===== config.mk =====
export PLATFORM = sky130hd
export DESIGN_NAME = bitmap_frame_allocator_core
export DESIGN_NICKNAME = d
export VERILOG_FILES = /design/src/rtl/bfa_pkg.sv /design/src/rtl/bfa_front.sv /design/src/rtl/bfa_queue.sv /design/src/rtl/bfa_back.sv /design/src/rtl/bitmap_frame_allocator_core.sv
export SDC_FILE = /design/constraint.sdc
export NUM_CORES = 2
export LEC_CHECK = 0
export CORE_ASPECT_RATIO = 1.1
export CORE_MARGIN = 3
export CORE_UTILIZATION = 55
export CTS_CLUSTER_SIZE = 30
export DETAILED_ROUTE_END_ITERATION = 7
export DONT_BUFFER_PORTS = 1
export PLACE_DENSITY = 0.76
export SLEW_MARGIN = 20
export SYNTH_ARGS = -nofsm -noshare
export SYNTH_HDL_FRONTEND = slang
export SYNTH_MEMORY_MAX_BITS = 65536
export SYNTH_SLANG_ARGS = --single-unit

===== constraint.sdc =====
create_clock -name clk -period 13.4 [get_ports clk]
set_input_delay 1.34 -clock clk [delete_from_list [all_inputs] [get_ports clk]]
set_output_delay 1.34 -clock clk [all_outputs]
set_load 0.1 [all_outputs]

===== src/rtl/bfa_pkg.sv =====
package bfa_pkg;

	localparam int IDX_W       = 13;
	localparam int CNT_W       = 13;
	localparam int FIELD_W     = 48;
	localparam int CFG_INDEX_W = 8;
	localparam int WORD_W      = 64;
	localparam int WORD_SH     = 6;

	localparam logic [1:0] OP_ALLOC = 2'd0;
	localparam logic [1:0] OP_FREE  = 2'd1;
	localparam logic [1:0] OP_QUERY = 2'd2;

	localparam logic [CFG_INDEX_W-1:0] REG_BASE_ADDRESS = 8'd0;
	localparam logic [CFG_INDEX_W-1:0] REG_FRAME_COUNT  = 8'd1;

	typedef enum logic [1:0] {
		K_NONE,
		K_ALLOC,
		K_FREE,
		K_QUERY
	} bfa_kind_t;

	typedef struct packed {
		bfa_kind_t        kind;
		logic [IDX_W-1:0] idx;
	} bfa_req_t;

	typedef enum logic [2:0] {
		BK_CLEAR,
		BK_IDLE,
		BK_READ,
		BK_EXEC,
		BK_DONE
	} bfa_state_t;

endpackage


===== src/rtl/bfa_front.sv =====
module bfa_front #(
	parameter int PAGE_BYTES   = 4096,
	parameter int ADDRESS_BITS = 48
) (
	input  logic                           s_axis_tvalid,
	output logic                           s_axis_tready,
	input  logic [bfa_pkg::FIELD_W-1:0]    s_axis_tdata,   // address
	input  logic [1:0]                     s_axis_tuser,   // operation
	input  logic [ADDRESS_BITS-1:0]        base,
	input  logic [bfa_pkg::CNT_W-1:0]      num_frames,
	input  logic                           clearing,
	output logic                           push_valid,
	input  logic                           push_ready,
	output bfa_pkg::bfa_req_t              push_req
);

	localparam int AW = ADDRESS_BITS;
	localparam int PS = $clog2(PAGE_BYTES);

	logic [AW-1:0] addr_a;
	logic [AW-1:0] off;
	logic [AW-1:0] fi;
	logic          hit;

	assign addr_a = AW'(s_axis_tdata);
	assign off    = addr_a - base;
	assign fi     = off >> PS;
	assign hit    = (addr_a >= base) && (off[PS-1:0] == '0) && (fi < AW'(num_frames));

	assign s_axis_tready = push_ready && !clearing;
	assign push_valid    = s_axis_tvalid && !clearing;

	always_comb begin
		push_req.idx = fi[bfa_pkg::IDX_W-1:0];
		case (s_axis_tuser)
			bfa_pkg::OP_ALLOC: push_req.kind = bfa_pkg::K_ALLOC;
			bfa_pkg::OP_FREE:  push_req.kind = hit ? bfa_pkg::K_FREE : bfa_pkg::K_NONE;
			bfa_pkg::OP_QUERY: push_req.kind = hit ? bfa_pkg::K_QUERY : bfa_pkg::K_NONE;
			default:           push_req.kind = bfa_pkg::K_NONE;
		endcase
	end

endmodule


===== src/rtl/bfa_queue.sv =====
module bfa_queue (
	input  logic              clk,
	input  logic              arst_n,
	input  logic              push_valid,
	output logic              push_ready,
	input  bfa_pkg::bfa_req_t push_req,
	output logic              pop_valid,
	input  logic              pop_ready,
	output bfa_pkg::bfa_req_t pop_req
);

	bfa_pkg::bfa_req_t entry_q [2];
	logic              wr_ptr_q;
	logic              rd_ptr_q;
	logic [1:0]        count_q;
	logic              do_push;
	logic              do_pop;

	assign push_ready = (count_q != 2'd2);
	assign pop_valid  = (count_q != 2'd0);
	assign pop_req    = entry_q[rd_ptr_q];
	assign do_push    = push_valid && push_ready;
	assign do_pop     = pop_valid && pop_ready;

	always_ff @(posedge clk) begin
		if (do_push) begin
			entry_q[wr_ptr_q] <= push_req;
		end
	end

	always_ff @(posedge clk or negedge arst_n) begin
		if (!arst_n) begin
			wr_ptr_q <= 1'b0;
			rd_ptr_q <= 1'b0;
			count_q  <= 2'd0;
		end else begin
			if (do_push) begin
				wr_ptr_q <= !wr_ptr_q;
			end
			if (do_pop) begin
				rd_ptr_q <= !rd_ptr_q;
			end
			if (do_push && !do_pop) begin
				count_q <= count_q + 2'd1;
			end else if (do_pop && !do_push) begin
				count_q <= count_q - 2'd1;
			end
		end
	end

endmodule


===== src/rtl/bfa_back.sv =====
module bfa_back #(
	parameter int FRAME_CAPACITY = 4096,
	parameter int PAGE_BYTES     = 4096,
	parameter int ADDRESS_BITS   = 48
) (
	input  logic                           clk,
	input  logic                           arst_n,
	input  logic                           clear,
	input  logic [ADDRESS_BITS-1:0]        base,
	input  logic [bfa_pkg::CNT_W-1:0]      num_frames,
	input  logic                           req_valid,
	output logic                           req_ready,
	input  bfa_pkg::bfa_req_t              req,
	output logic                           clearing,
	output logic                           m_axis_tvalid,
	input  logic                           m_axis_tready,
	output logic [63:0]                    m_axis_tdata
);

	localparam int AW    = ADDRESS_BITS;
	localparam int PS    = $clog2(PAGE_BYTES);
	localparam int WORDS = FRAME_CAPACITY / bfa_pkg::WORD_W;
	localparam int WI    = (WORDS > 1) ? $clog2(WORDS) : 1;
	localparam int SW    = bfa_pkg::WORD_SH;
	localparam int FW    = WI + SW;

	logic [bfa_pkg::WORD_W-1:0] mem [WORDS];
	logic [bfa_pkg::WORD_W-1:0] rdata_q;

	bfa_pkg::bfa_state_t state_q;
	bfa_pkg::bfa_state_t state_d;
	bfa_pkg::bfa_req_t   cur_q;
	logic [WI-1:0]               ptr_q;
	logic [bfa_pkg::CNT_W-1:0]   free_q;
	logic [bfa_pkg::FIELD_W-1:0] res_addr_q;
	logic                        res_ok_q;
	logic                        res_used_q;
	logic                        out_valid_q;
	logic [63:0]                 out_data_q;

	logic                        re;
	logic [WI-1:0]               raddr;
	logic                        we;
	logic [WI-1:0]               waddr;
	logic [bfa_pkg::WORD_W-1:0]  wdata;

	logic [bfa_pkg::WORD_W-1:0]  valid_mask;
	logic [bfa_pkg::WORD_W-1:0]  avail;
	logic [bfa_pkg::WORD_W-1:0]  low_bit;
	logic [SW-1:0]               low_b;
	logic                        found;
	logic                        more;
	logic [13:0]                 fc_sum;
	logic [FW-1:0]               alloc_idx;
	logic [AW-1:0]               alloc_addr;
	logic                        cur_bit;
	logic [bfa_pkg::WORD_W-1:0]  cur_mask;
	logic                        out_free;
	logic                        last_clear;

	assign clearing      = (state_q == bfa_pkg::BK_CLEAR);
	assign req_ready     = (state_q == bfa_pkg::BK_IDLE) && !clear;
	assign m_axis_tvalid = out_valid_q;
	assign m_axis_tdata  = out_data_q;
	assign out_free      = !out_valid_q || m_axis_tready;
	assign last_clear    = (ptr_q == WI'(WORDS - 1));

	always_comb begin
		if (14'(ptr_q) < 14'(num_frames[bfa_pkg::CNT_W-1:SW])) begin
			valid_mask = '1;
		end else if (14'(ptr_q) == 14'(num_frames[bfa_pkg::CNT_W-1:SW])) begin
			valid_mask = (64'd1 << num_frames[SW-1:0]) - 64'd1;
		end else begin
			valid_mask = '0;
		end
	end

	always_comb begin
		low_b = '0;
		for (int i = bfa_pkg::WORD_W - 1; i >= 0; i--) begin
			if (avail[i]) begin
				low_b = SW'(i);
			end
		end
	end

	assign avail      = ~rdata_q & valid_mask;
	assign low_bit    = avail & (~avail + 64'd1);
	assign found      = (avail != '0);
	assign fc_sum     = 14'(num_frames) + 14'd63;
	assign more       = (14'(ptr_q) + 14'd1) < 14'(fc_sum[13:SW]);
	assign alloc_idx  = {ptr_q, low_b};
	assign alloc_addr = base + AW'({alloc_idx, {PS{1'b0}}});
	assign cur_bit    = rdata_q[cur_q.idx[SW-1:0]];
	assign cur_mask   = 64'd1 << cur_q.idx[SW-1:0];

	always_comb begin
		state_d = state_q;
		case (state_q)
			bfa_pkg::BK_CLEAR: begin
				if (last_clear) begin
					state_d = bfa_pkg::BK_IDLE;
				end
			end
			bfa_pkg::BK_IDLE: begin
				if (req_valid) begin
					if (req.kind == bfa_pkg::K_NONE ||
					    (req.kind == bfa_pkg::K_ALLOC && free_q == '0)) begin
						state_d = bfa_pkg::BK_DONE;
					end else begin
						state_d = bfa_pkg::BK_READ;
					end
				end
			end
			bfa_pkg::BK_READ: state_d = bfa_pkg::BK_EXEC;
			bfa_pkg::BK_EXEC: begin
				if (!(cur_q.kind == bfa_pkg::K_ALLOC && !found && more)) begin
					state_d = bfa_pkg::BK_DONE;
				end
			end
			bfa_pkg::BK_DONE: begin
				if (out_free) begin
					state_d = bfa_pkg::BK_IDLE;
				end
			end
			default: state_d = bfa_pkg::BK_CLEAR;
		endcase
		if (clear) begin
			state_d = bfa_pkg::BK_CLEAR;
		end
	end

	always_comb begin
		re    = 1'b0;
		raddr = ptr_q;
		we    = 1'b0;
		waddr = ptr_q;
		wdata = '0;
		case (state_q)
			bfa_pkg::BK_CLEAR: we = 1'b1;
			bfa_pkg::BK_READ:  re = 1'b1;
			bfa_pkg::BK_EXEC: begin
				case (cur_q.kind)
					bfa_pkg::K_ALLOC: begin
						re    = 1'b1;
						raddr = ptr_q + WI'(1);
						we    = found;
						wdata = rdata_q | low_bit;
					end
					bfa_pkg::K_FREE: begin
						we    = cur_bit;
						wdata = rdata_q & ~cur_mask;
					end
					default: begin
						we = 1'b0;
					end
				endcase
			end
			default: begin
				re = 1'b0;
			end
		endcase
	end

	always_ff @(posedge clk) begin
		if (we) begin
			mem[waddr] <= wdata;
		end
		if (re) begin
			rdata_q <= mem[raddr];
		end
	end

	always_ff @(posedge clk) begin
		if (state_q == bfa_pkg::BK_IDLE && req_valid && !clear) begin
			cur_q      <= req;
			res_addr_q <= '0;
			res_ok_q   <= 1'b0;
			res_used_q <= 1'b0;
		end else if (state_q == bfa_pkg::BK_EXEC) begin
			case (cur_q.kind)
				bfa_pkg::K_ALLOC: begin
					if (found) begin
						res_addr_q <= bfa_pkg::FIELD_W'(alloc_addr);
						res_ok_q   <= 1'b1;
					end
				end
				bfa_pkg::K_FREE:  res_ok_q   <= cur_bit;
				bfa_pkg::K_QUERY: res_used_q <= cur_bit;
				default:          res_ok_q   <= 1'b0;
			endcase
		end
		if (state_q == bfa_pkg::BK_DONE && out_free) begin
			out_data_q <= {1'b0, free_q, res_used_q, res_ok_q, res_addr_q};
		end
	end

	always_ff @(posedge clk or negedge arst_n) begin
		if (!arst_n) begin
			state_q     <= bfa_pkg::BK_CLEAR;
			ptr_q       <= '0;
			free_q      <= '0;
			out_valid_q <= 1'b0;
		end else begin
			state_q <= state_d;
			if (clear) begin
				ptr_q <= '0;
			end else begin
				case (state_q)
					bfa_pkg::BK_CLEAR: begin
						ptr_q  <= ptr_q + WI'(1);
						free_q <= num_frames;
					end
					bfa_pkg::BK_IDLE: begin
						if (req_valid) begin
							ptr_q <= (req.kind == bfa_pkg::K_ALLOC) ? '0 :
							         WI'(req.idx >> SW);
						end
					end
					bfa_pkg::BK_EXEC: begin
						case (cur_q.kind)
							bfa_pkg::K_ALLOC: begin
								if (found) begin
									free_q <= free_q - bfa_pkg::CNT_W'(1);
								end else if (more) begin
									ptr_q <= ptr_q + WI'(1);
								end
							end
							bfa_pkg::K_FREE: begin
								if (cur_bit) begin
									free_q <= free_q + bfa_pkg::CNT_W'(1);
								end
							end
							default: begin
								free_q <= free_q;
							end
						endcase
					end
					default: begin
						ptr_q <= ptr_q;
					end
				endcase
			end
			if (state_q == bfa_pkg::BK_DONE && out_free) begin
				out_valid_q <= 1'b1;
			end else if (m_axis_tready) begin
				out_valid_q <= 1'b0;
			end
		end
	end

endmodule


===== src/rtl/bitmap_frame_allocator_core.sv =====
// A valid free or query passes from the queue through back states READ, EXEC and DONE to
// the output register; a rejected free or query, an unused code or an allocate with no free
// frame goes from IDLE to DONE, and an allocate repeats EXEC once per bitmap word scanned.
// The back sequencer holds one item at a time until its result is registered; two requests
// can wait in the queue while a result waits in the output register. Reset and each write to
// a mapped register clear every bitmap word with no input transfer taken.
module bitmap_frame_allocator_core #(
	parameter int FRAME_CAPACITY = 4096,
	parameter int PAGE_BYTES     = 4096,
	parameter int ADDRESS_BITS   = 48
) (
	input  logic                              clk,
	input  logic                              arst_n,
	input  logic                              s_axis_tvalid,
	output logic                              s_axis_tready,
	input  logic [bfa_pkg::FIELD_W-1:0]       s_axis_tdata,  // address[47:0]
	input  logic [1:0]                        s_axis_tuser,  // operation[1:0]
	output logic                              m_axis_tvalid,
	input  logic                              m_axis_tready,
	// result_address[47:0], success[48], is_allocated[49], free_count[62:50], zero[63]
	output logic [63:0]                       m_axis_tdata,
	input  logic                              cfg_valid,
	output logic                              cfg_ready,
	input  logic [bfa_pkg::CFG_INDEX_W-1:0]   cfg_index,
	input  logic [bfa_pkg::FIELD_W-1:0]       cfg_data
);

	localparam int AW = ADDRESS_BITS;
	localparam int PS = $clog2(PAGE_BYTES);

	logic [AW-1:0]             base_q;
	logic [bfa_pkg::CNT_W-1:0] fcount_q;
	logic [AW:0]               base_sum;
	logic [AW-1:0]             base_round;
	logic [bfa_pkg::CNT_W-1:0] count_sat;
	logic                      cfg_xfer;
	logic                      clear;
	logic                      clearing;
	logic                      push_valid;
	logic                      push_ready;
	bfa_pkg::bfa_req_t         push_req;
	logic                      pop_valid;
	logic                      pop_ready;
	bfa_pkg::bfa_req_t         pop_req;

	assign cfg_ready  = 1'b1;
	assign cfg_xfer   = cfg_valid && cfg_ready;
	assign clear      = cfg_xfer && (cfg_index == bfa_pkg::REG_BASE_ADDRESS ||
	                                 cfg_index == bfa_pkg::REG_FRAME_COUNT);
	assign base_sum   = (AW + 1)'(AW'(cfg_data)) + (AW + 1)'(PAGE_BYTES - 1);
	assign base_round = {base_sum[AW-1:PS], {PS{1'b0}}};
	assign count_sat  = (32'(cfg_data[bfa_pkg::CNT_W-1:0]) > 32'(FRAME_CAPACITY)) ?
	                    bfa_pkg::CNT_W'(FRAME_CAPACITY) : cfg_data[bfa_pkg::CNT_W-1:0];

	always_ff @(posedge clk or negedge arst_n) begin
		if (!arst_n) begin
			base_q   <= '0;
			fcount_q <= '0;
		end else if (cfg_xfer) begin
			if (cfg_index == bfa_pkg::REG_BASE_ADDRESS) begin
				base_q <= base_round;
			end else if (cfg_index == bfa_pkg::REG_FRAME_COUNT) begin
				fcount_q <= count_sat;
			end
		end
	end

	bfa_front #(
		.PAGE_BYTES   (PAGE_BYTES),
		.ADDRESS_BITS (ADDRESS_BITS)
	) u_front (
		.s_axis_tvalid (s_axis_tvalid),
		.s_axis_tready (s_axis_tready),
		.s_axis_tdata  (s_axis_tdata),
		.s_axis_tuser  (s_axis_tuser),
		.base          (base_q),
		.num_frames    (fcount_q),
		.clearing      (clearing),
		.push_valid    (push_valid),
		.push_ready    (push_ready),
		.push_req      (push_req)
	);

	bfa_queue u_queue (
		.clk        (clk),
		.arst_n     (arst_n),
		.push_valid (push_valid),
		.push_ready (push_ready),
		.push_req   (push_req),
		.pop_valid  (pop_valid),
		.pop_ready  (pop_ready),
		.pop_req    (pop_req)
	);

	bfa_back #(
		.FRAME_CAPACITY (FRAME_CAPACITY),
		.PAGE_BYTES     (PAGE_BYTES),
		.ADDRESS_BITS   (ADDRESS_BITS)
	) u_back (
		.clk           (clk),
		.arst_n        (arst_n),
		.clear         (clear),
		.base          (base_q),
		.num_frames    (fcount_q),
		.req_valid     (pop_valid),
		.req_ready     (pop_ready),
		.req           (pop_req),
		.clearing      (clearing),
		.m_axis_tvalid (m_axis_tvalid),
		.m_axis_tready (m_axis_tready),
		.m_axis_tdata  (m_axis_tdata)
	);

endmodule

==> impl_metrics.env <==
export IMPL_violations="design-rule violations"
export IMPL_cp_top_family="compound AO/OA/AOI/OAI gates"
export IMPL_h_tree_depth=5
export IMPL_yosysTopAreaCell="edfxtp_1"
export IMPL_synth_adder_area_share_pct=0.670
export IMPL_worst_pin_slew_ns=1.21
export IMPL_dpl_hpwl_um=298000
export IMPL_cts_buffers=408
export IMPL_endpoint_kind="flop"
export IMPL_synth_edf_count=4247
export IMPL_place_area_sq_um=182000
export IMPL_cts_clk_slew_worst_paths_ns=0.06
export IMPL_critPathArrivalTime_ns=8.94
export IMPL_first_iter_violations=15700
export IMPL_hold_class="input port to async pin"
export IMPL_dieWidth_um=544
export IMPL_holdWs_ns=0.0584
export IMPL_final_cell_mix="edfxtp_1, mux4_2, clkbuf_16, buf_4, nor2_1"
export IMPL_final_hold_viol_count=0
export IMPL_drc_errors=3
export IMPL_cts_resized_gates=0
export IMPL_synth_area_mux_share_pct=17.9
export IMPL_ys_ff_latch=4361
export IMPL_core_sq_um=316000
export IMPL_cts_setup_buffers=0
export IMPL_clk_latency_ns=1.00
export IMPL_maxSlewViolCount=0
export IMPL_r2r_start="fcount_q[5]$_DFFE_PN0P_"
export IMPL_placed_cells=12200
export IMPL_slowest_stage="o311ai_1"
export IMPL_crit_type="flop to flop"
export IMPL_start_util_pct=55.5
export IMPL_die_area_sq_um=325000
export IMPL_detail_route_vias_per_cell=7.22
export IMPL_relSlewSlack_pct=19.0
export IMPL_path_buf_inv=3
export IMPL_fmax_ghz=0.123
export IMPL_synth_area_sq_um=175000
export IMPL_startpoint_type="flop"
export IMPL_wl_um=543000
export IMPL_slowest_delay_ns=0.85
export IMPL_grt_pass1_vias=92700
export IMPL_cts_tree="yes"
export IMPL_synthSimpleGateAreaFrac_pct=2.64
export IMPL_syn_to_final_growth_pct=11.2
export IMPL_final_nets=8652
export IMPL_vias=93500
export IMPL_synth_compound_area_share_pct=2.62
export IMPL_stdcell_count=13000
export IMPL_wire_per_inst_um=41.9
export IMPL_synth_ff_type="edfxtp_1"
export IMPL_ioPinCount=178
export IMPL_portBuffers=0
export IMPL_clock_skew_ns=0.0725
export IMPL_drive_gt1_share_pct=27.4
export IMPL_firstDrtPassIters=8
export IMPL_gr_total_overflow=0
export IMPL_reg2reg_depth=26
export IMPL_post_synth_num_cell_types=94
export IMPL_grt_pass1_wl_um=751000
export IMPL_ir_drop_v=0.000470
export IMPL_crit_fanout=39
export IMPL_netlist_instances=8216
export IMPL_grt_usage_pct=33.3
export IMPL_ys_seq_area_share_pct=74.3
export IMPL_synthXorXnorAreaFrac_pct=0.625
export IMPL_grt_max_degree=150
export IMPL_power_density_nw_per_um2=224
export IMPL_cp_required_ns=14.23
export IMPL_synth_area_leaders="edfxtp_1, mux4_2, dfrtp_1"
export IMPL_fin_ws_ns=5.29
export IMPL_antenna_left=0
export IMPL_fin_crit_sh_pct=60.5
export IMPL_stdcell_area_sq_um=195000
export IMPL_fin_crit_ns=8.11
export IMPL_grt_setup_unrepaired="no"
export IMPL_cts_root_buf="clkbuf_16"
export IMPL_yosysWarningCount=0
export IMPL_dp_slack_ns=5.33
export IMPL_syn_area_per_cell_sq_um=21.3
export IMPL_p_total_mw=43.7
export IMPL_synth_top_family_by_area="multiplexers"
export IMPL_dieHeight_um=598
export IMPL_cellLeakagePower_nw=59.1
export IMPL_cts_sinks=4361
export IMPL_final_common_cell="edfxtp_1"
export IMPL_outcome="finished, violations left"
export IMPL_worstReg2RegEnd="u_back.res_addr_q[38]$_SDFFE_PP0P_"
export IMPL_max_cap_violations=0
export IMPL_clockBufferDepth=4
export IMPL_timing_reg2reg_setup_slack_ns=5.29
export IMPL_antenna_found_initial=55
export IMPL_synth_top_area_share_pct=72.8
export IMPL_setup_viol=0
export IMPL_final_core_util_pct=61.7
export IMPL_gp_congestion=0.937
export IMPL_async_flop_share_pct=1.74
export IMPL_cp_common_cell="a21o_1"
export IMPL_hold_buffers=0
export IMPL_rows=216
export IMPL_tns_ns=0
cell usage after synthesis (12+ instances only):
cell type  instances
edfxtp_1        4247
mux4_2          1364
clkbuf_1         332
a21oi_1          240
nor2_1           227
nand2_1          203
o21ai_0          176
inv_1            105
buf_1             97
ha_1              89
nor3_1            86
nor4_1            84
xnor2_1           82
dfrtp_1           76
nand3_1           75
xor2_1            43
a31oi_1           39
dfxtp_1           38
or3_1             34
mux2i_1           29
a211oi_1          28
nand2b_1          27
a21o_1            25
o31ai_1           25
and3_1            24
nor2b_1           23
buf_2             20
o22ai_1           20
o211ai_1          19
and2_1            18
nand4_1           17
or2_2             17
buf_4             16
mux2_2            15
o21a_1            14
nor3b_1           13
and4_1            12
cell families after synthesis:
kind of cell    count (synthesis)
buf+inv                       575
compound gates                732
fa+ha+maj                      92
other cells                     2
xor+xnor                      125
mux                          1416
flops                        4361
simple gates                  913
report_power, final:
part / internal (mW) / switching (mW)
combinational: 6.32 / 9.43
sequential: 16.0 / 0.713
clock: 6.11 / 5.15
total: 28.4 / 15.3
area by class of cell:
class / count / area (sq um)
antenna: 35 / 87.6
clock buffer: 509 / 10700
clock inverter: 229 / 1970
fill: 20200 / 121000
inverter: 107 / 402
multi-input combinational: 3292 / 44000
sequential: 4361 / 130000
tap: 4142 / 5180
timing repair buffer: 279 / 2440
worst max path at each step:
stage	startpoint	endpoint	cells past startpoint
5_1_grt	fcount_q[5]$_DFFE_PN0P_	u_back.res_addr_q[38]$_SDFFE_PP0P_	26
3_5_place_dp	fcount_q[5]$_DFFE_PN0P_	u_back.res_addr_q[38]$_SDFFE_PP0P_	26
6_report	fcount_q[5]$_DFFE_PN0P_	u_back.res_addr_q[38]$_SDFFE_PP0P_	26
3_3_place_gp	fcount_q[5]$_DFFE_PN0P_	u_back.res_addr_q[32]$_SDFFE_PP0P_	26
2_1_floorplan	fcount_q[2]$_DFFE_PN0P_	u_back.mem[52][0]$_DFFE_PP_	20
4_1_cts	fcount_q[5]$_DFFE_PN0P_	u_back.res_addr_q[38]$_SDFFE_PP0P_	26
per-layer routing:
metal,GRT usage (%),vias to the layer above,wire [um]
li1,-,35200,-
met1,42.6,48800,177000
met2,52.5,7968,261000
met3,8.77,1485,66400
met4,18.6,30,38800
met5,0,-,203
flip-flops by register name, indices dropped and copies added, names as in the netlist:
signal                cells
fcount_q                 13
u_back.state_q            3
u_back.res_ok_q           1
u_queue.rd_ptr_q          1
u_back.free_q            13
u_back.ptr_q              6
u_queue.count_q           2
u_back.res_addr_q        36
u_queue.entry_q          28
u_back.m_axis_tdata      51
base_q                   36
u_back.res_used_q         1
u_back.rdata_q           64
u_queue.wr_ptr_q          1
u_back.mem             4096
u_back.m_axis_tvalid      1
u_back.cur_q              8
(Power assumes the default switching activity.)
